==> config.mk <==
export PLATFORM = sky130hd
export DESIGN_NAME = tli_ctrl
export DESIGN_NICKNAME = d
export VERILOG_FILES = /design/src/design/tli_pkg.sv /design/src/design/tli_ctrl.sv
export SDC_FILE = /design/constraint.sdc
export NUM_CORES = 1
export LEC_CHECK = 0
export ABC_AREA = 1
export BUFFER_PORTS_ARGS = -buffer_cell sky130_fd_sc_hd__buf_2
export CAP_MARGIN = 20
export CORE_AREA = 5 5 42 44
export CTS_CLUSTER_SIZE = 12
export DETAILED_ROUTE_END_ITERATION = 12
export DIE_AREA = 0 0 47 49
export GPL_ROUTABILITY_DRIVEN = 0
export PLACE_DENSITY = 0.72
export SYNTH_ARGS = -nofsm -noshare
export SYNTH_HDL_FRONTEND = slang
export SYNTH_SLANG_ARGS = --single-unit
==> constraint.sdc <==
create_clock -name clk -period 1.2 [get_ports clk]
set_input_delay 0.06 -clock clk [delete_from_list [all_inputs] [get_ports clk]]
set_output_delay 0.06 -clock clk [all_outputs]
set_load 0.03 [all_outputs]
==> src/design/tli_pkg.sv <==
`timescale 1ns / 1ps
// ----------------------------------------------------------------------------
// Table linear interpolator package
// Shared constants, codes, state encoding and the command and status bundles
// that pass between the controller and the datapath.
// ----------------------------------------------------------------------------
package tli_pkg;

    // Table geometry.
    localparam int MAX_POINTS = 16;
    localparam int IDX_W      = $clog2(MAX_POINTS);
    localparam int CNT_W      = $clog2(MAX_POINTS + 1);

    // Field widths.
    localparam int CFG_W      = 5;
    localparam int VAL_W      = 16;
    localparam int ENTRY_IN_W = 4;
    localparam int ST_W       = 2;
    localparam int SDATA_W    = 56;
    localparam int MDATA_W    = 16;

    // Input transaction layout, lowest bit first.
    localparam int TD_IDX_LSB = 0;
    localparam int TD_X_LSB   = TD_IDX_LSB + ENTRY_IN_W;
    localparam int TD_Y_LSB   = TD_X_LSB + VAL_W;
    localparam int TD_RAW_LSB = TD_Y_LSB + VAL_W;

    // Arithmetic widths.
    localparam int DIFF_W     = VAL_W + 1;
    localparam int PROD_W     = 2 * DIFF_W;
    localparam int DIV_BITS   = 32;
    localparam int DIV_CNT_W  = $clog2(DIV_BITS);
    localparam int QSUM_W     = VAL_W + 2;

    typedef enum logic {
        FUNC_WRITE = 1'b0,
        FUNC_EVAL  = 1'b1
    } func_t;

    typedef enum logic [ST_W-1:0] {
        ST_OK    = 2'd0,
        ST_RANGE = 2'd1,
        ST_SHORT = 2'd2
    } status_t;

    typedef enum logic [1:0] {
        RD_ZERO,
        RD_LAST,
        RD_NEXT
    } rd_sel_t;

    typedef enum logic [1:0] {
        RES_ZERO,
        RES_TBL_Y,
        RES_SEG_Y,
        RES_INTERP
    } res_sel_t;

    typedef enum logic [3:0] {
        S_IDLE,
        S_FIRST,
        S_LAST,
        S_SCAN,
        S_MUL,
        S_ABS,
        S_DIV,
        S_FIX,
        S_EMIT
    } state_t;

    typedef struct packed {
        logic     start;
        logic     tbl_wr;
        rd_sel_t  rd_sel;
        logic     step_idx;
        logic     load_prev;
        logic     seg_load;
        logic     mul;
        logic     div_init;
        logic     div_step;
        logic     res_load;
        res_sel_t res_sel;
        status_t  res_status;
        logic     out_load;
    } cmd_t;

    typedef struct packed {
        logic short_tbl;
        logic hit;
        logic in_seg;
        logic flat;
        logic last;
        logic div_done;
    } sts_t;

endpackage

==> src/design/tli_ctrl.sv <==
`timescale 1ns / 1ps
// ----------------------------------------------------------------------------
// Table linear interpolator controller
// Sequences table writes, the endpoint checks, the segment scan, the
// multiply and divide steps and the hand-off to the output register.
// ----------------------------------------------------------------------------
module tli_ctrl (
    input  logic           clk,
    input  logic           rst_n,
    input  logic           in_valid,
    input  tli_pkg::func_t func,
    input  logic           out_ready,
    input  tli_pkg::sts_t  sts,
    output logic           in_ready,
    output logic           out_valid,
    output tli_pkg::cmd_t  cmd
);

    tli_pkg::state_t state_reg;
    tli_pkg::state_t state_next;
    logic            out_valid_reg;
    logic            out_valid_next;

    always_comb
    begin
        state_next = state_reg;
        unique case (state_reg)
            tli_pkg::S_IDLE:
            begin
                if (in_valid && (func == tli_pkg::FUNC_EVAL))
                begin
                    state_next = sts.short_tbl ? tli_pkg::S_EMIT : tli_pkg::S_FIRST;
                end
            end
            tli_pkg::S_FIRST:
            begin
                state_next = sts.hit ? tli_pkg::S_EMIT : tli_pkg::S_LAST;
            end
            tli_pkg::S_LAST:
            begin
                state_next = sts.hit ? tli_pkg::S_EMIT : tli_pkg::S_SCAN;
            end
            tli_pkg::S_SCAN:
            begin
                if (sts.in_seg)
                begin
                    state_next = sts.flat ? tli_pkg::S_EMIT : tli_pkg::S_MUL;
                end
                else if (sts.last)
                begin
                    state_next = tli_pkg::S_EMIT;
                end
            end
            tli_pkg::S_MUL:  state_next = tli_pkg::S_ABS;
            tli_pkg::S_ABS:  state_next = tli_pkg::S_DIV;
            tli_pkg::S_DIV:
            begin
                if (sts.div_done)
                begin
                    state_next = tli_pkg::S_FIX;
                end
            end
            tli_pkg::S_FIX:  state_next = tli_pkg::S_EMIT;
            tli_pkg::S_EMIT:
            begin
                if (!out_valid_reg || out_ready)
                begin
                    state_next = tli_pkg::S_IDLE;
                end
            end
            default: state_next = tli_pkg::S_IDLE;
        endcase
    end

    always_comb
    begin
        cmd            = '0;
        cmd.rd_sel     = tli_pkg::RD_ZERO;
        cmd.res_sel    = tli_pkg::RES_ZERO;
        cmd.res_status = tli_pkg::ST_OK;
        in_ready       = 1'b0;
        unique case (state_reg)
            tli_pkg::S_IDLE:
            begin
                in_ready = 1'b1;
                if (in_valid)
                begin
                    if (func == tli_pkg::FUNC_WRITE)
                    begin
                        cmd.tbl_wr = 1'b1;
                    end
                    else if (sts.short_tbl)
                    begin
                        cmd.res_load   = 1'b1;
                        cmd.res_status = tli_pkg::ST_SHORT;
                    end
                    else
                    begin
                        cmd.start = 1'b1;
                    end
                end
            end
            tli_pkg::S_FIRST:
            begin
                cmd.load_prev = 1'b1;
                cmd.rd_sel    = tli_pkg::RD_LAST;
                if (sts.hit)
                begin
                    cmd.res_load = 1'b1;
                    cmd.res_sel  = tli_pkg::RES_TBL_Y;
                end
            end
            tli_pkg::S_LAST:
            begin
                if (sts.hit)
                begin
                    cmd.res_load = 1'b1;
                    cmd.res_sel  = tli_pkg::RES_TBL_Y;
                end
                else
                begin
                    // Entry one is the first segment's upper breakpoint.
                    cmd.rd_sel   = tli_pkg::RD_NEXT;
                    cmd.step_idx = 1'b1;
                end
            end
            tli_pkg::S_SCAN:
            begin
                if (sts.in_seg)
                begin
                    if (sts.flat)
                    begin
                        cmd.res_load = 1'b1;
                        cmd.res_sel  = tli_pkg::RES_SEG_Y;
                    end
                    else
                    begin
                        cmd.seg_load = 1'b1;
                    end
                end
                else if (sts.last)
                begin
                    cmd.res_load   = 1'b1;
                    cmd.res_status = tli_pkg::ST_RANGE;
                end
                else
                begin
                    cmd.load_prev = 1'b1;
                    cmd.step_idx  = 1'b1;
                    cmd.rd_sel    = tli_pkg::RD_NEXT;
                end
            end
            tli_pkg::S_MUL:  cmd.mul      = 1'b1;
            tli_pkg::S_ABS:  cmd.div_init = 1'b1;
            tli_pkg::S_DIV:  cmd.div_step = 1'b1;
            tli_pkg::S_FIX:
            begin
                cmd.res_load = 1'b1;
                cmd.res_sel  = tli_pkg::RES_INTERP;
            end
            tli_pkg::S_EMIT:
            begin
                cmd.out_load = !out_valid_reg || out_ready;
            end
            default: cmd = '0;
        endcase
    end

    always_comb
    begin
        if (cmd.out_load)
        begin
            out_valid_next = 1'b1;
        end
        else if (out_ready)
        begin
            out_valid_next = 1'b0;
        end
        else
        begin
            out_valid_next = out_valid_reg;
        end
    end

    always_ff @(posedge clk or negedge rst_n)
    begin
        if (!rst_n)
        begin
            state_reg     <= tli_pkg::S_IDLE;
            out_valid_reg <= 1'b0;
        end
        else
        begin
            state_reg     <= state_next;
            out_valid_reg <= out_valid_next;
        end
    end

    assign out_valid = out_valid_reg;

endmodule

=== Word level (Yosys, flattened, before mapping) ===
Cells that the tools add are included.

* Register bits: 5
* Bits in latches: 0
* RAM bits: 0
* Bits in read-only memories: 0
* Output and inout bits: 18
* Logic and storage cells: 68
* Memories kept: 0

* $add $sub $neg: 0
* Multipliers: 0
* Divide/modulo/power cells: 0
* $lt $le $gt $ge: 0
* Equality and inequality tests: 12
* Shift operators: 0
* Mux-type cells: 47
* Bitwise operators: 0
* Reductions and logical operators: 7

{| class="wikitable"
|+ Operator list
! cell !! number
|-
| $mux W4 || 11
|-
| $pmux W4 S9 || 1
|-
| $mux W1 || 20
|-
| $eq A4 B3 Y1 const B || 4
|-
| $mux W2 || 6
|-
| $pmux W2 S3 || 2
|-
| $mux W3 || 3
|-
| $eq A4 B2 Y1 const B || 2
|-
| $ne A2 B2 Y1 const B || 3
|-
| $eq A4 B1 Y1 const B || 1
|-
| $eq A4 B4 Y1 const B || 1
|-
| $logic_not A4 Y1 || 1
|-
| $pmux W1 S2 || 2
|-
| $pmux W1 S4 || 1
|-
| $pmux W2 S2 || 1
|-
| $reduce_and A4 Y1 || 1
|-
| $ne A3 B3 Y1 const B || 1
|-
| $reduce_bool A2 Y1 || 1
|-
| $reduce_or A2 Y1 || 1
|-
| $logic_and A1 B1 Y1 || 1
|-
| $logic_not A1 Y1 || 1
|-
| $logic_or A1 B1 Y1 || 1
|}

=== Depth between registers and ports, before layout ===
* Depth in word-level cells: 4
* Depth in mapped cells: 7

=== Worst setup path before layout ===
OpenSTA, ideal clock, no wires.

* Path kind: register to output
* From: reg state_reg[3]
* To: out cmd[3] (netlist bit)
* Arrival time: 1.489 ns
* Data required time: 1.140 ns
* Slack: -0.349 ns
* Cell stages (with the launch flop): 4
* Cell sequence: dfrtp_1 > nor2_4 > nand3_1 > o21ai_0

{| class="wikitable"
|+ RTL lines
! element !! line !! source
|-
| start: declaration || tli_ctrl.sv:19 || <nowiki>tli_pkg::state_t state_reg;</nowiki>
|-
| start signal: assignment || tli_ctrl.sv:189 || <nowiki>state_reg <= tli_pkg::S_IDLE;</nowiki>
|-
| start signal: assignment || tli_ctrl.sv:194 || <nowiki>state_reg <= state_next;</nowiki>
|-
| end: declaration || tli_ctrl.sv:16 || <nowiki>output tli_pkg::cmd_t cmd</nowiki>
|}

==> flow_metrics.py <==
metrics = {
    "detailed_routing": {
        "ant_nets": 0,
        "routed_wl_um": 2214,
        "via_count": 748,
        "first_pass_iters": 4,
        "wl_per_cell_um": 14.38,
        "drtIter0Drc": 4,
        "drt_drc_violations_left": 0,
        "viasPerCell": 4.857,
    },
    "setup_path": {
        "worstPathCellList": "nor2_4, buf_6, buf_6, nand3_4, nand2_2, buf_6",
        "crit_fanout": 3,
        "endpoint_kind": "output pin",
        "cp.arrival_ns": 1.43,
        "critPathBufInv": 3,
        "path_common_cell": "buf_6",
        "crit_family": "flip-flops",
        "worst-setup-path-type": "reg2out",
        "required_ns": 1.14,
        "cp_slowest_cell": "dfrtp_2",
        "cp-start-kind": "register",
        "critical-path-max-stage-delay_ns": 0.43,
    },
    "place": {
        "dp.cells": 138,
        "dp_hpwl_um": 1317,
        "port_buffers": 28,
        "pre_cts_ws_ns": -0.06208,
    },
    "sta": {
        "rsz0062_at_grt": "yes",
        "worst_slack_ns": -0.2898,
        "worst_pin_slew_ns": 0.2398,
        "hold_viol": 0,
        "maxSlewHeadroom_pct": 83.98,
        "finalCriticalPeriod_ns": 1.490,
        "clock.fmax_ghz": 0.6712,
        "final.setup_skew_ns": 0.002436,
        "setup_viol": 19,
        "slew_violations": 0,
        "period_share_pct": 124.1,
        "final.setup.tns_ns": -4.002,
    },
    "floorplan": {
        "die_x_um": 47,
        "die_h_um": 49,
        "io_pins": 29,
        "rows": 14,
        "dieArea_um2": 2303,
        "start_util_pct": 37.59,
        "core_area_um2": 1401,
    },
    "synth": {
        "yosys.area_share.xor_xnor_pct": 0,
        "syn_area_um2": 526.8,
        "synth_cell_types": 19,
        "avgSynthCellArea_um2": 6.346,
        "ys_seq_area_share_pct": 23.75,
        "yosys_warnings": 0,
        "synthCells": 83,
        "synth_compound_area_share_pct": 5.938,
        "synth_top_family_by_area": "simple AND/OR/NAND/NOR gates",
        "muxShareOfSynthArea_pct": 0,
        "syn_nets": 94,
        "synthAdderAreaFrac_pct": 0,
        "synth-simple-area-share_pct": 56.53,
        "ys_seq_elements": 5,
    },
    "layout": {
        "fin_nets": 150,
        "area_growth_pct": 124.2,
        "diodes": 0,
        "fin_cells": 154,
        "final_core_util_pct": 84.29,
        "drive_above_1_share_pct": 75.36,
        "largest_register_ffs": 4,
    },
    "hold_path": {
        "hold_path_class": "in2reg",
    },
    "global_routing": {
        "antenna_found_initial": 0,
        "grt-ovfl-total": 0,
        "track_usage_pct": 17.54,
        "grt_pass1_wl_um": 3029,
        "grt_max_degree": 6,
        "grt_pass1_vias": 751,
    },
    "status": {
        "status": "finished, violations left",
        "violations": "setup timing",
    },
    "pwr": {
        "vdd_ir_drop_max_v": 0.001189,
        "p_leak_uw": 0.0006811,
        "p_per_area_nw_per_um2": 2111,
    },
    "clock_network": {
        "htree_levels": 1,
        "numCtsBuffers": 3,
        "path_clk_slew_ns": 0.05,
        "cts_tree": "yes",
        "clock_path_buffers": 2,
        "clock_sinks": 5,
        "clock-root-buffer": "clkbuf_4",
        "clk_latency_ns": 0.25,
    },
    "job": {
        "maxCapViolations": 0,
    },
}
## cell usage in the layout (no fill, tap or decap)
master,n
a21boi_4,1
buf_12,1
buf_2,12
buf_4,16
buf_6,22
clkbuf_1,1
clkbuf_4,3
dfrtp_1,1
dfrtp_2,4
dlygate4sd3_1,1
inv_1,7
inv_2,7
inv_4,3
nand2_1,11
nand2_2,9
nand2_4,6
nand3_1,4
nand3_2,3
nand3_4,4
nand3b_1,1
nand4_1,1
nor2_1,4
nor2_2,4
nor2_4,6
nor3_2,1
nor3_4,1
o21ai_0,2
o21ai_1,1
o21ai_2,1
## power by group
part           switching, uW  total (uW)  internal (uW)  leakage [uW]
combinational           1070        1980            910      0.000605
clock                   79.3         206            126     0.0000150
sequential              80.5         310            230     0.0000610
## Yosys cell counts
| library cell | n | share of area [%] |
|---|---|---|
| nor2_2 | 2 | 2.4 |
| inv_1 | 15 | 11 |
| nor2_1 | 9 | 6.4 |
| inv_2 | 1 | 0.71 |
| nand3_1 | 10 | 9.5 |
| nand4_1 | 1 | 1.2 |
| nand2_1 | 21 | 15 |
| a21boi_2 | 1 | 2.1 |
| o21ai_0 | 4 | 3.8 |
| buf_4 | 1 | 1.4 |
| nand3_4 | 1 | 3.3 |
| dfrtp_1 | 5 | 24 |
| nor3_1 | 1 | 0.95 |
| nand3b_1 | 1 | 1.4 |
| clkinv_2 | 1 | 0.95 |
| nand2_4 | 1 | 2.1 |
| nor2_4 | 3 | 6.4 |
| nand2_2 | 4 | 4.7 |
| nor3_4 | 1 | 3.1 |
## cell families (layout without fill, tap and decap cells)
| family | Yosys count | after routing |
|---|---|---|
| DFF | 5 | 5 |
| AOI/OAI and AO/OA | 5 | 5 |
| and+or+nand+nor | 55 | 55 |
| buffers and inverters | 18 | 73 |
## worst paths after layout
kind                                    from           end  slack, ns  depth (start not counted)
worst max-delay path            state_reg[2]       cmd[13]      -0.29                          6
worst min-delay path               out_ready     out_valid       0.01                          2
worst max register to register  state_reg[2]  state_reg[1]      -0.14                          9
worst min register to register     out_valid     out_valid       0.55                          2
max in group asynchronous              rst_n  state_reg[3]       0.88                          2
min in group asynchronous              rst_n     out_valid       0.16                          2
## final cells by class
class	count	area [um2]
clock buffer	4	26.28
fill	70	220.2
inverter	17	71.32
multi-input combinational	60	475.5
sequential	5	130.1
tap	16	20.02
timing repair buffer	52	457.9
## per-stage QoR
step | power [uW] | instance area (um2) | hold slack, ns
floorplan | 1116 | 551.8 | -0.2356
global placement | 1526 | 807.0 | -0.1188
detailed placement | 1555 | 807.0 | -0.1116
CTS | 2086 | 1010 | 0.02239
global route | 2659 | 1181 | 0.03922
finish | 2493 | 1181 | 0.01138
## per-layer routing
layer | vias up | GRT usage (%) | part of all wire, %
met2 | 24 | 30.32 | 54
met5 | - | 0 | 0
met4 | 0 | 5.530 | 3.0
met1 | 350 | 20.94 | 40
li1 | 367 | - | -
met3 | 7 | 2.952 | 3.5
## what timing repair did
action,4_1_cts,5_1_grt
endpoints found under the hold margin,5,0
pin swaps,12,13
resized for setup,51,29
buffers inserted,2,9
setup endpoints to repair,19,21
hold buffers,1,0
Power figures use the tool's default switching activity.
