--- config.mk ---
export PLATFORM = sky130hd
export DESIGN_NAME = tli_datapath
export DESIGN_NICKNAME = d
export VERILOG_FILES = /design/src/design/tli_pkg.sv /design/src/design/tli_ram.sv /design/src/design/tli_datapath.sv
export SDC_FILE = /design/constraint.sdc
export NUM_CORES = 2
export LEC_CHECK = 0
export ABC_CLOCK_PERIOD_IN_PS = 7400
export BUFFER_PORTS_ARGS = -buffer_cell sky130_fd_sc_hd__buf_2
export CAP_MARGIN = 25
export CORE_MARGIN = 3
export CORE_UTILIZATION = 64
export CTS_CLUSTER_SIZE = 8
export DETAILED_ROUTE_END_ITERATION = 16
export GPL_TIMING_DRIVEN = 1
export HOLD_SLACK_MARGIN = 0.12
export PLACE_DENSITY_LB_ADDON = 0.08
export SLEW_MARGIN = 25
export SYNTH_ARGS = -nofsm -noshare
export SYNTH_HDL_FRONTEND = slang
export SYNTH_SLANG_ARGS = --single-unit
--- constraint.sdc ---
create_clock -name clk -period 7.4 [get_ports clk]
set_input_delay 1.11 -clock clk [delete_from_list [all_inputs] [get_ports clk]]
set_output_delay 1.11 -clock clk [all_outputs]
set_load 0.005 [all_outputs]
--- src/design/tli_pkg.sv ---
`timescale 1ns / 1ps
// ----------------------------------------------------------------------------
// Table linear interpolator package
// Shared constants, codes, state encoding and the command and status bundles
// that pass between the controller and the datapath.
// ----------------------------------------------------------------------------
package tli_pkg;

    // Table geometry.
    localparam int MAX_POINTS = 16;
    localparam int IDX_W      = $clog2(MAX_POINTS);
    localparam int CNT_W      = $clog2(MAX_POINTS + 1);

    // Field widths.
    localparam int CFG_W      = 5;
    localparam int VAL_W      = 16;
    localparam int ENTRY_IN_W = 4;
    localparam int ST_W       = 2;
    localparam int SDATA_W    = 56;
    localparam int MDATA_W    = 16;

    // Input transaction layout, lowest bit first.
    localparam int TD_IDX_LSB = 0;
    localparam int TD_X_LSB   = TD_IDX_LSB + ENTRY_IN_W;
    localparam int TD_Y_LSB   = TD_X_LSB + VAL_W;
    localparam int TD_RAW_LSB = TD_Y_LSB + VAL_W;

    // Arithmetic widths.
    localparam int DIFF_W     = VAL_W + 1;
    localparam int PROD_W     = 2 * DIFF_W;
    localparam int DIV_BITS   = 32;
    localparam int DIV_CNT_W  = $clog2(DIV_BITS);
    localparam int QSUM_W     = VAL_W + 2;

    typedef enum logic {
        FUNC_WRITE = 1'b0,
        FUNC_EVAL  = 1'b1
    } func_t;

    typedef enum logic [ST_W-1:0] {
        ST_OK    = 2'd0,
        ST_RANGE = 2'd1,
        ST_SHORT = 2'd2
    } status_t;

    typedef enum logic [1:0] {
        RD_ZERO,
        RD_LAST,
        RD_NEXT
    } rd_sel_t;

    typedef enum logic [1:0] {
        RES_ZERO,
        RES_TBL_Y,
        RES_SEG_Y,
        RES_INTERP
    } res_sel_t;

    typedef enum logic [3:0] {
        S_IDLE,
        S_FIRST,
        S_LAST,
        S_SCAN,
        S_MUL,
        S_ABS,
        S_DIV,
        S_FIX,
        S_EMIT
    } state_t;

    typedef struct packed {
        logic     start;
        logic     tbl_wr;
        rd_sel_t  rd_sel;
        logic     step_idx;
        logic     load_prev;
        logic     seg_load;
        logic     mul;
        logic     div_init;
        logic     div_step;
        logic     res_load;
        res_sel_t res_sel;
        status_t  res_status;
        logic     out_load;
    } cmd_t;

    typedef struct packed {
        logic short_tbl;
        logic hit;
        logic in_seg;
        logic flat;
        logic last;
        logic div_done;
    } sts_t;

endpackage

--- src/design/tli_ram.sv ---
`timescale 1ns / 1ps
// ----------------------------------------------------------------------------
// Generic RAM
// One write port and one read port with registered read data.
// ----------------------------------------------------------------------------
module tli_ram #(
    parameter int WIDTH = 32,
    parameter int DEPTH = 16
) (
    input  logic                     clk,
    input  logic                     wr_en,
    input  logic [$clog2(DEPTH)-1:0] wr_addr,
    input  logic [WIDTH-1:0]         wr_data,
    input  logic [$clog2(DEPTH)-1:0] rd_addr,
    output logic [WIDTH-1:0]         rd_data
);

    logic [WIDTH-1:0] mem [DEPTH];

    always_ff @(posedge clk)
    begin
        if (wr_en)
        begin
            mem[wr_addr] <= wr_data;
        end
        rd_data <= mem[rd_addr];
    end

endmodule

--- src/design/tli_datapath.sv ---
`timescale 1ns / 1ps
// ----------------------------------------------------------------------------
// Table linear interpolator datapath
// Breakpoint table, segment search registers, multiplier, bit-serial
// divider, result staging and output registers.
// ----------------------------------------------------------------------------
module tli_datapath (
    input  logic                                  clk,
    input  logic                                  rst_n,
    input  logic                                  cfg_valid,
    input  logic [tli_pkg::CFG_W-1:0]             cfg_data,
    input  logic [tli_pkg::ENTRY_IN_W-1:0]        entry_index,
    input  logic signed [tli_pkg::VAL_W-1:0]      entry_x,
    input  logic signed [tli_pkg::VAL_W-1:0]      entry_y,
    input  logic signed [tli_pkg::VAL_W-1:0]      raw_value,
    input  tli_pkg::cmd_t                         cmd,
    output tli_pkg::sts_t                         sts,
    output logic [tli_pkg::VAL_W-1:0]             out_value,
    output logic [tli_pkg::ST_W-1:0]              out_status
);

    logic [tli_pkg::CFG_W-1:0]           pts_reg;
    logic [tli_pkg::CNT_W-1:0]           n_clamp;
    logic [tli_pkg::CNT_W-1:0]           n_reg;
    logic [tli_pkg::IDX_W-1:0]           idx_reg;
    logic signed [tli_pkg::VAL_W-1:0]    raw_reg;
    logic signed [tli_pkg::VAL_W-1:0]    prev_x_reg;
    logic signed [tli_pkg::VAL_W-1:0]    prev_y_reg;

    logic                                tbl_we;
    logic [tli_pkg::IDX_W-1:0]           rd_addr;
    logic [2*tli_pkg::VAL_W-1:0]         rd_data;
    logic signed [tli_pkg::VAL_W-1:0]    ram_x;
    logic signed [tli_pkg::VAL_W-1:0]    ram_y;

    logic signed [tli_pkg::DIFF_W-1:0]   diff_full;
    logic signed [tli_pkg::DIFF_W-1:0]   dx_full;
    logic signed [tli_pkg::DIFF_W-1:0]   dy_full;
    logic [tli_pkg::VAL_W-1:0]           diff_reg;
    logic [tli_pkg::VAL_W-1:0]           dx_reg;
    logic signed [tli_pkg::DIFF_W-1:0]   dy_reg;
    logic signed [tli_pkg::PROD_W-1:0]   prod_reg;
    logic [tli_pkg::PROD_W-1:0]          prod_neg;
    logic                                neg_reg;

    logic [tli_pkg::DIV_BITS-1:0]        quo_reg;
    logic [tli_pkg::VAL_W-1:0]           rem_reg;
    logic [tli_pkg::DIV_CNT_W-1:0]       cnt_reg;
    logic [tli_pkg::VAL_W:0]             rem_shift;
    logic [tli_pkg::VAL_W:0]             rem_sub;
    logic [tli_pkg::VAL_W-1:0]           rem_next;
    logic                                q_bit;

    logic [tli_pkg::QSUM_W-1:0]          q_mag;
    logic [tli_pkg::QSUM_W-1:0]          q_signed;
    logic [tli_pkg::QSUM_W-1:0]          interp_sum;
    logic [tli_pkg::VAL_W-1:0]           res_val_next;
    logic [tli_pkg::VAL_W-1:0]           res_val_reg;
    logic [tli_pkg::ST_W-1:0]            res_st_reg;
    logic [tli_pkg::VAL_W-1:0]           out_val_reg;
    logic [tli_pkg::ST_W-1:0]            out_st_reg;

    // A register value above the table size acts as a full table.
    always_comb
    begin
        if (int'(pts_reg) > tli_pkg::MAX_POINTS)
        begin
            n_clamp = tli_pkg::CNT_W'(tli_pkg::MAX_POINTS);
        end
        else
        begin
            n_clamp = tli_pkg::CNT_W'(pts_reg);
        end
    end

    assign tbl_we = cmd.tbl_wr && (int'(entry_index) < tli_pkg::MAX_POINTS);

    always_comb
    begin
        unique case (cmd.rd_sel)
            tli_pkg::RD_ZERO: rd_addr = '0;
            tli_pkg::RD_LAST: rd_addr = tli_pkg::IDX_W'(n_reg - tli_pkg::CNT_W'(1));
            tli_pkg::RD_NEXT: rd_addr = idx_reg + tli_pkg::IDX_W'(1);
            default:          rd_addr = '0;
        endcase
    end

    // Each entry holds y in the upper half and x in the lower half.
    tli_ram #(
        .WIDTH (2 * tli_pkg::VAL_W),
        .DEPTH (tli_pkg::MAX_POINTS)
    ) u_table (
        .clk     (clk),
        .wr_en   (tbl_we),
        .wr_addr (tli_pkg::IDX_W'(entry_index)),
        .wr_data ({entry_y, entry_x}),
        .rd_addr (rd_addr),
        .rd_data (rd_data)
    );

    assign ram_x = rd_data[tli_pkg::VAL_W-1:0];
    assign ram_y = rd_data[2*tli_pkg::VAL_W-1:tli_pkg::VAL_W];

    assign sts.short_tbl = n_clamp < tli_pkg::CNT_W'(2);
    assign sts.hit       = raw_reg == ram_x;
    assign sts.in_seg    = (raw_reg >= prev_x_reg) && (raw_reg <= ram_x);
    assign sts.flat      = ram_x == prev_x_reg;
    assign sts.last      = tli_pkg::CNT_W'(idx_reg) == (n_reg - tli_pkg::CNT_W'(1));
    assign sts.div_done  = cnt_reg == tli_pkg::DIV_CNT_W'(tli_pkg::DIV_BITS - 1);

    assign diff_full = {raw_reg[tli_pkg::VAL_W-1], raw_reg}
                     - {prev_x_reg[tli_pkg::VAL_W-1], prev_x_reg};
    assign dx_full   = {ram_x[tli_pkg::VAL_W-1], ram_x}
                     - {prev_x_reg[tli_pkg::VAL_W-1], prev_x_reg};
    assign dy_full   = {ram_y[tli_pkg::VAL_W-1], ram_y}
                     - {prev_y_reg[tli_pkg::VAL_W-1], prev_y_reg};

    assign prod_neg = -prod_reg;

    // Restoring division, one quotient bit per cycle. The remainder stays
    // below the divisor, so it fits the divisor width after each step.
    always_comb
    begin
        rem_shift = {rem_reg, quo_reg[tli_pkg::DIV_BITS-1]};
        rem_sub   = rem_shift - {1'b0, dx_reg};
        if (rem_shift >= {1'b0, dx_reg})
        begin
            q_bit    = 1'b1;
            rem_next = rem_sub[tli_pkg::VAL_W-1:0];
        end
        else
        begin
            q_bit    = 1'b0;
            rem_next = rem_shift[tli_pkg::VAL_W-1:0];
        end
    end

    // The quotient never exceeds the segment's y span, so 17 bits hold it.
    assign q_mag      = {1'b0, quo_reg[tli_pkg::DIFF_W-1:0]};
    assign q_signed   = neg_reg ? -q_mag : q_mag;
    assign interp_sum = {{2{prev_y_reg[tli_pkg::VAL_W-1]}}, prev_y_reg} + q_signed;

    always_comb
    begin
        unique case (cmd.res_sel)
            tli_pkg::RES_ZERO:   res_val_next = '0;
            tli_pkg::RES_TBL_Y:  res_val_next = ram_y;
            tli_pkg::RES_SEG_Y:  res_val_next = prev_y_reg;
            tli_pkg::RES_INTERP: res_val_next = interp_sum[tli_pkg::VAL_W-1:0];
            default:             res_val_next = '0;
        endcase
    end

    always_ff @(posedge clk or negedge rst_n)
    begin
        if (!rst_n)
        begin
            pts_reg <= '0;
            idx_reg <= '0;
            cnt_reg <= '0;
        end
        else
        begin
            if (cfg_valid)
            begin
                pts_reg <= cfg_data;
            end
            if (cmd.start)
            begin
                idx_reg <= '0;
            end
            else if (cmd.step_idx)
            begin
                idx_reg <= idx_reg + tli_pkg::IDX_W'(1);
            end
            if (cmd.div_init)
            begin
                cnt_reg <= '0;
            end
            else if (cmd.div_step)
            begin
                cnt_reg <= cnt_reg + tli_pkg::DIV_CNT_W'(1);
            end
        end
    end

    always_ff @(posedge clk)
    begin
        if (cmd.start)
        begin
            raw_reg <= raw_value;
            n_reg   <= n_clamp;
        end
        if (cmd.load_prev)
        begin
            prev_x_reg <= ram_x;
            prev_y_reg <= ram_y;
        end
        if (cmd.seg_load)
        begin
            diff_reg <= diff_full[tli_pkg::VAL_W-1:0];
            dx_reg   <= dx_full[tli_pkg::VAL_W-1:0];
            dy_reg   <= dy_full;
        end
        if (cmd.mul)
        begin
            prod_reg <= $signed({1'b0, diff_reg}) * dy_reg;
        end
        if (cmd.div_init)
        begin
            neg_reg <= prod_reg[tli_pkg::PROD_W-1];
            quo_reg <= prod_reg[tli_pkg::PROD_W-1] ? prod_neg[tli_pkg::DIV_BITS-1:0]
                                                   : prod_reg[tli_pkg::DIV_BITS-1:0];
            rem_reg <= '0;
        end
        else if (cmd.div_step)
        begin
            quo_reg <= {quo_reg[tli_pkg::DIV_BITS-2:0], q_bit};
            rem_reg <= rem_next;
        end
        if (cmd.res_load)
        begin
            res_val_reg <= res_val_next;
            res_st_reg  <= cmd.res_status;
        end
        if (cmd.out_load)
        begin
            out_val_reg <= res_val_reg;
            out_st_reg  <= res_st_reg;
        end
    end

    assign out_value  = out_val_reg;
    assign out_status = out_st_reg;

endmodule

Yosys cells after proc, flatten, opt, wreduce, memory -nomap -nowiden

Memories as Yosys holds them, arrays and structs flattened. A register that Yosys moved wholly into a read port is not among the register bits.
Cells that the tools add are included.

Add/subtract/negate cells: 10
Multiply operators: 1
Order comparisons: 5
Eq/ne operators: 9
Mux-type cells: 15
Reduce and logical (&&, ||, !) cells: 4

Operator list:

| kind                                                                 | count |
|---|---|
| 32-bit two-way mux                                                   | 3 |
| 16-bit case mux with 4 select lines                                  | 1 |
| 16-bit subtractor                                                    | 3 |
| 17-bit by 17-bit multiplier with 34-bit output                       | 1 |
| 16-bit equality test                                                 | 2 |
| 16-bit two-way mux                                                   | 2 |
| 32-bit negator                                                       | 1 |
| 17-bit by 16-bit greater-or-equal comparator with 1-bit output       | 1 |
| 16-bit by 16-bit subtractor with 17-bit output                       | 1 |
| 16-bit adder                                                         | 1 |
| 16-bit greater-or-equal comparator                                   | 1 |
| 16-bit <= comparator                                                 | 1 |
| 16-bit negator                                                       | 1 |
| 5-bit two-way mux                                                    | 3 |
| 4-bit two-way mux                                                    | 2 |
| 4-bit case mux with 2 select lines                                   | 1 |
| 2-bit equality test, second input constant                           | 3 |
| 5-bit by 1-bit adder with 5-bit output, second input constant        | 1 |
| 4-bit by 5-bit equality test with 1-bit output                       | 1 |
| 5-bit equality test, second input constant                           | 1 |
| 5-bit > comparator, second input constant                            | 1 |
| 5-bit by 2-bit < comparator with 1-bit output, second input constant | 1 |
| 5-bit by 1-bit subtractor with 5-bit output, second input constant   | 1 |
| 4-bit by 1-bit adder with 4-bit output, second input constant        | 1 |
| other kinds (5)                                                      | 9 |

Flip-flop bits (word level): 235
RAM bits: 512
Input port bits: 76
Output and inout port bits: 24
Logic and storage cells: 63
Memories kept: 1

Memory list:

| memory      | depth | width | rd ports | clocked after Yosys merged registers in | wr ports | RTL line      | text |
|---|---|---|---|---|---|---|---|
| u_table.mem | 16    | 32    | 1        | 1                                       | 1        | tli_ram.sv:18 | `logic [WIDTH-1:0] mem [DEPTH];` |

Logic depth before layout (Yosys ltp)

Depth after elaboration: 4
Gate-level depth with buffers: 23
Mapped depth without buffers: 22

Modules after synthesis

A second synthesis with hierarchy kept.

Cell total of the unflattened synthesis: 3241
Area, all modules: 43265.2 um^2

Modules (own cells, without submodules):

| module       | instances | cells an instance | area an instance (um^2) | seq. area each (um^2) |
|---|---|---|---|---|
| tli_datapath | 1         | 2403              | 23411.2                 | 6796.5 |
| tli_ram      | 1         | 838               | 19854.0                 | 16015.4 |

Least setup slack after synthesis

OpenSTA, ideal clock, no wires.

Path kind: reg2reg
Start point: reg dy_reg[2] in the netlist's numbering
End point: reg prod_reg[33] in the netlist's numbering (data pin)
Library setup time: 259 ps
Arrival: 5837 ps
Data required time: 7141 ps
Setup slack: 1304 ps
Cell stages (with the launch flop): 22
Path buffers: 1
Period minus slack after synthesis: 6096 ps
Path through: edfxtp_1 > clkbuf_1 > and2_1 > fa_1 > inv_1 > fa_1 > fa_1 > fa_1 > inv_1 > fa_1 > inv_1 > fa_1 > inv_1 > ha_1 > and4_1 > and2_1 > a32oi_1 > o211a_1 > nor3_1 > a311oi_1 > o21ai_1 > xnor2_1

Word-level cells in the longest chain between the ends: 1

Ends and longest elaborated chain:

| item                                           | RTL line            | text |
|---|---|---|
| start: declaration                             | tli_datapath.sv:41  | `logic signed [tli_pkg::DIFF_W-1:0] dy_reg;` |
| start signal: assignment                       | tli_datapath.sv:203 | `dy_reg <= dy_full;` |
| 17-bit by 17-bit multiplier with 34-bit output | tli_datapath.sv:207 | `prod_reg <= $signed({1'b0, diff_reg}) * dy_reg;` |
| end signal: assignment                         | tli_datapath.sv:207 |  |
| end: declaration                               | tli_datapath.sv:42  | `logic signed [tli_pkg::PROD_W-1:0] prod_reg;` |

No other way between the ends.
A chain may end at the register's enable or synchronous reset.

Worst setup path after layout

Start point: reg diff_reg[7] in the netlist's numbering
End point: reg prod_reg[33] in the netlist's numbering (data pin)

Word-level cells in the longest chain between the ends: 1

Ends and longest elaborated chain:

| item                                           | RTL line            | text |
|---|---|---|
| start: declaration                             | tli_datapath.sv:39  | `logic [tli_pkg::VAL_W-1:0] diff_reg;` |
| start signal: assignment                       | tli_datapath.sv:201 | `diff_reg <= diff_full[tli_pkg::VAL_W-1:0];` |
| 17-bit by 17-bit multiplier with 34-bit output | tli_datapath.sv:207 |  |

No other way between the ends.

==> results.md <==
- Synthesis-to-finish area growth: 10.8%
- Root Buffer: clkbuf_16
- Initial detailed-routing violation count: 1973
- Fin. Hold Viols: 0
- Syn_nets: 3975
- Row cnt: 95
- Drt wl/cell: 22.5 um
- Critical path class: reg2reg
- Setup Fix Bufs, Post-CTS: 0
- Top_reg_cell synth: edfxtp_1
- CTS clk-pin slew, worst paths: 0.05 ns
- Critical path buffers and inverters: 5
- CTS Buf Count: 108
- Netlist cell types: 83
- Via count: 27200
- PortBufs: 99
- Most used cell, CP: fa_1
- Share of the synthesized area in the top cell type: 49.3%
- EDFF count, synth: 716
- Die width: 267 um
- Ys async rst share: 1.80%
- Rel. slew slack: 33.4%
- CTS tree: yes
- Setup_tns: 0 ns
- Post-route DRC: 0
- Final ANT Viol Nets: 0
- Critical Path Max Stage Delay: 0.74 ns
- Antenna violations before repair: 3
- Total Wirelength: 101 mm
- Slowest CP cell: edfxtp_1
- Final critical-path share of the clock period: 92.1%
- CP Max Fanout: 17
- First-pass GRT wire length: 159 mm
- Avg Cell Area, Syn: 12.6 sq um
- Post-Route Utilization: 71.7%
- CP Data Required Time: 7.78 ns
- RSZ-0062 raised after global routing: no
- Final Skew: 0.0665 ns
- Mean number of vias per cell: 6.04
- CP cell instances: nand2_1 > fa_1 > inv_1 > fa_1 > inv_1 > fa_1 > inv_1 > fa_1 > fa_1 > inv_1 > fa_1 > inv_1 > ha_1 > a21oi_1 > o21ai_0 > a221oi_1 > o211a_1 > nor3_1 > a311oi_1 > o21ai_1 > xnor2_1
- Max Slew Vio Count: 0
- Critical path endpoint category: flop
- Seq cells post-synth: 778
- Die Area: 0.0713 sq mm
- H-tree depth: 3
- Synth Cell Area: 0.0436 sq mm
- Core area: 0.0674 sq mm
- DRT Pass-1 Iters: 5
- Min-delay worst type: in2async
- Max Cap Viol: 0
- Minimum clock period: 6.82 ns
- Synth Instances: 3455
- Post-DP HPWL: 67.5 mm
- Layout cells sized above 1: 9.41%
- Gr usage total: 29.1%
- Clk buf depth: 3
- CTS Hold Bufs: 0
- Die H: 267 um
- Outcome: finished, final reports clean
- Critical path's top delay family: adder cells
- CP Launch Type: flop
- Clk sink count: 778
- Post-cts gate resize count: 0
- Boundary Pins: 100
- Global placement routability congestion: 0.906
- Dominant cells by area after synthesis: edfxtp_1, fa_1, ha_1, mux2i_1, inv_1
- Starting Density: 64.7%
- Vias in the first global route: 28600
- Sequential cell area fraction in the yosys report: 52.3%
- Worst slew pin tran: 0.999 ns
- Yosys warns: 0
- Total grt overflow: 0
- Largest register FFs: 512
- Pin count of the biggest net entering global routing: 128
- Later-pin clock latency in the skew report: 0.69 ns
- Final net count: 4080
- Leading area contributor after synthesis: edfxtp_1
- Final Setup Violations: 0
- Achievable Freq: 147 MHz
- Crit path DAT: 7.20 ns
worst reg2reg max path, cell delays in order, from the launching register on:
cell      delay, ns
edfxtp_1       0.74
nand2_1        0.18
fa_1           0.58
inv_1          0.06
fa_1           0.49
inv_1          0.06
fa_1           0.55
inv_1          0.05
fa_1           0.39
fa_1           0.51
inv_1          0.05
fa_1           0.48
inv_1          0.08
ha_1           0.34
a21oi_1        0.25
o21ai_0        0.19
a221oi_1       0.39
o211a_1        0.24
nor3_1         0.11
a311oi_1       0.52
o21ai_1        0.17
xnor2_1        0.15
kinds of logic after synthesis:
| logic type | synth area share [%] |
|---|---|
| flops | 52.3 |
| buf+inv | 4.99 |
| xor+xnor | 2.93 |
| compound gates | 9.01 |
| mux | 5.97 |
| simple gates | 8.39 |
| fa+ha+maj | 16.4 |
cells in the mapped netlist, types with 32 or more instances:
cell / number
clkbuf_1: 114
o21ai_0: 125
inv_1: 426
a311oi_1: 34
or3_1: 37
edfxtp_1: 716
a21oi_1: 128
o211ai_1: 32
nor2_1: 128
a211oi_1: 77
fa_1: 214
a21o_1: 41
xnor2_1: 91
xor2_1: 55
and2_1: 166
nor2b_1: 66
ha_1: 230
dfxtp_1: 48
mux2i_1: 170
mux4_2: 34
nand2_1: 184
metrics by stage:
stage	cell area [sq um]	worst slack [ns]	instances	hold slack (ns)
global route	48300	0.255	4498	0.376
floorplan	43600	1.30	3455	0.400
CTS	48300	0.597	4496	0.359
finish	48400	0.584	4500	0.381
detailed placement	45100	0.641	4321	0.405
global placement	45100	0.775	4321	0.401
cells in the final DEF (no fill, tap or decap), types with 55 or more instances in the layout:
cell type,count
edfxtp_1,716
inv_1,426
ha_1,229
fa_1,214
nand2_1,184
mux2i_1,170
and2_1,166
a21oi_1,127
o21ai_0,125
nor2_1,114
clkbuf_16,108
buf_2,99
xnor2_1,91
a211oi_1,77
nor2b_1,65
clkbuf_1,57
xor2_1,55
layer usage:
metal	share of wire (%)	GRT usage (%)
met5	0.034	0
met2	51	50.6
met1	40	37.3
met3	5.2	4.00
met4	3.7	11.9
cell type report:
class	count	area, sq um
diodes	2	5.00
well taps	873	1090
clock inverters	10	250
inverters	428	1610
multi-input cells	2105	18800
fillers	4579	19000
flip-flops and latches	778	22800
clock buffers	165	2920
repair buffers	139	848
final timing paths:
check                                              start                endpoint  slack [ns]  cells past startpoint
worst max-delay path               diff_reg[7]$_DFFE_PP_  prod_reg[33]$_DFFE_PP_        0.58                     21
worst min-delay path                               rst_n  pts_reg[3]$_DFFE_PN0P_        0.38                      1
worst max register to register     diff_reg[7]$_DFFE_PP_  prod_reg[33]$_DFFE_PP_        0.58                     21
worst min register to register  res_val_reg[1]$_DFFE_PP_  out_value[1]$_DFFE_PP_        0.42                      0
max in group asynchronous                          rst_n  cnt_reg[4]$_DFFE_PN0P_        6.60                      1
min in group clk                res_val_reg[1]$_DFFE_PP_  out_value[1]$_DFFE_PP_        0.42                      0
Power is left out: the tool's default activity adds up to more than one toggle a clock period on the data nets, which glitch-free logic cannot reach.
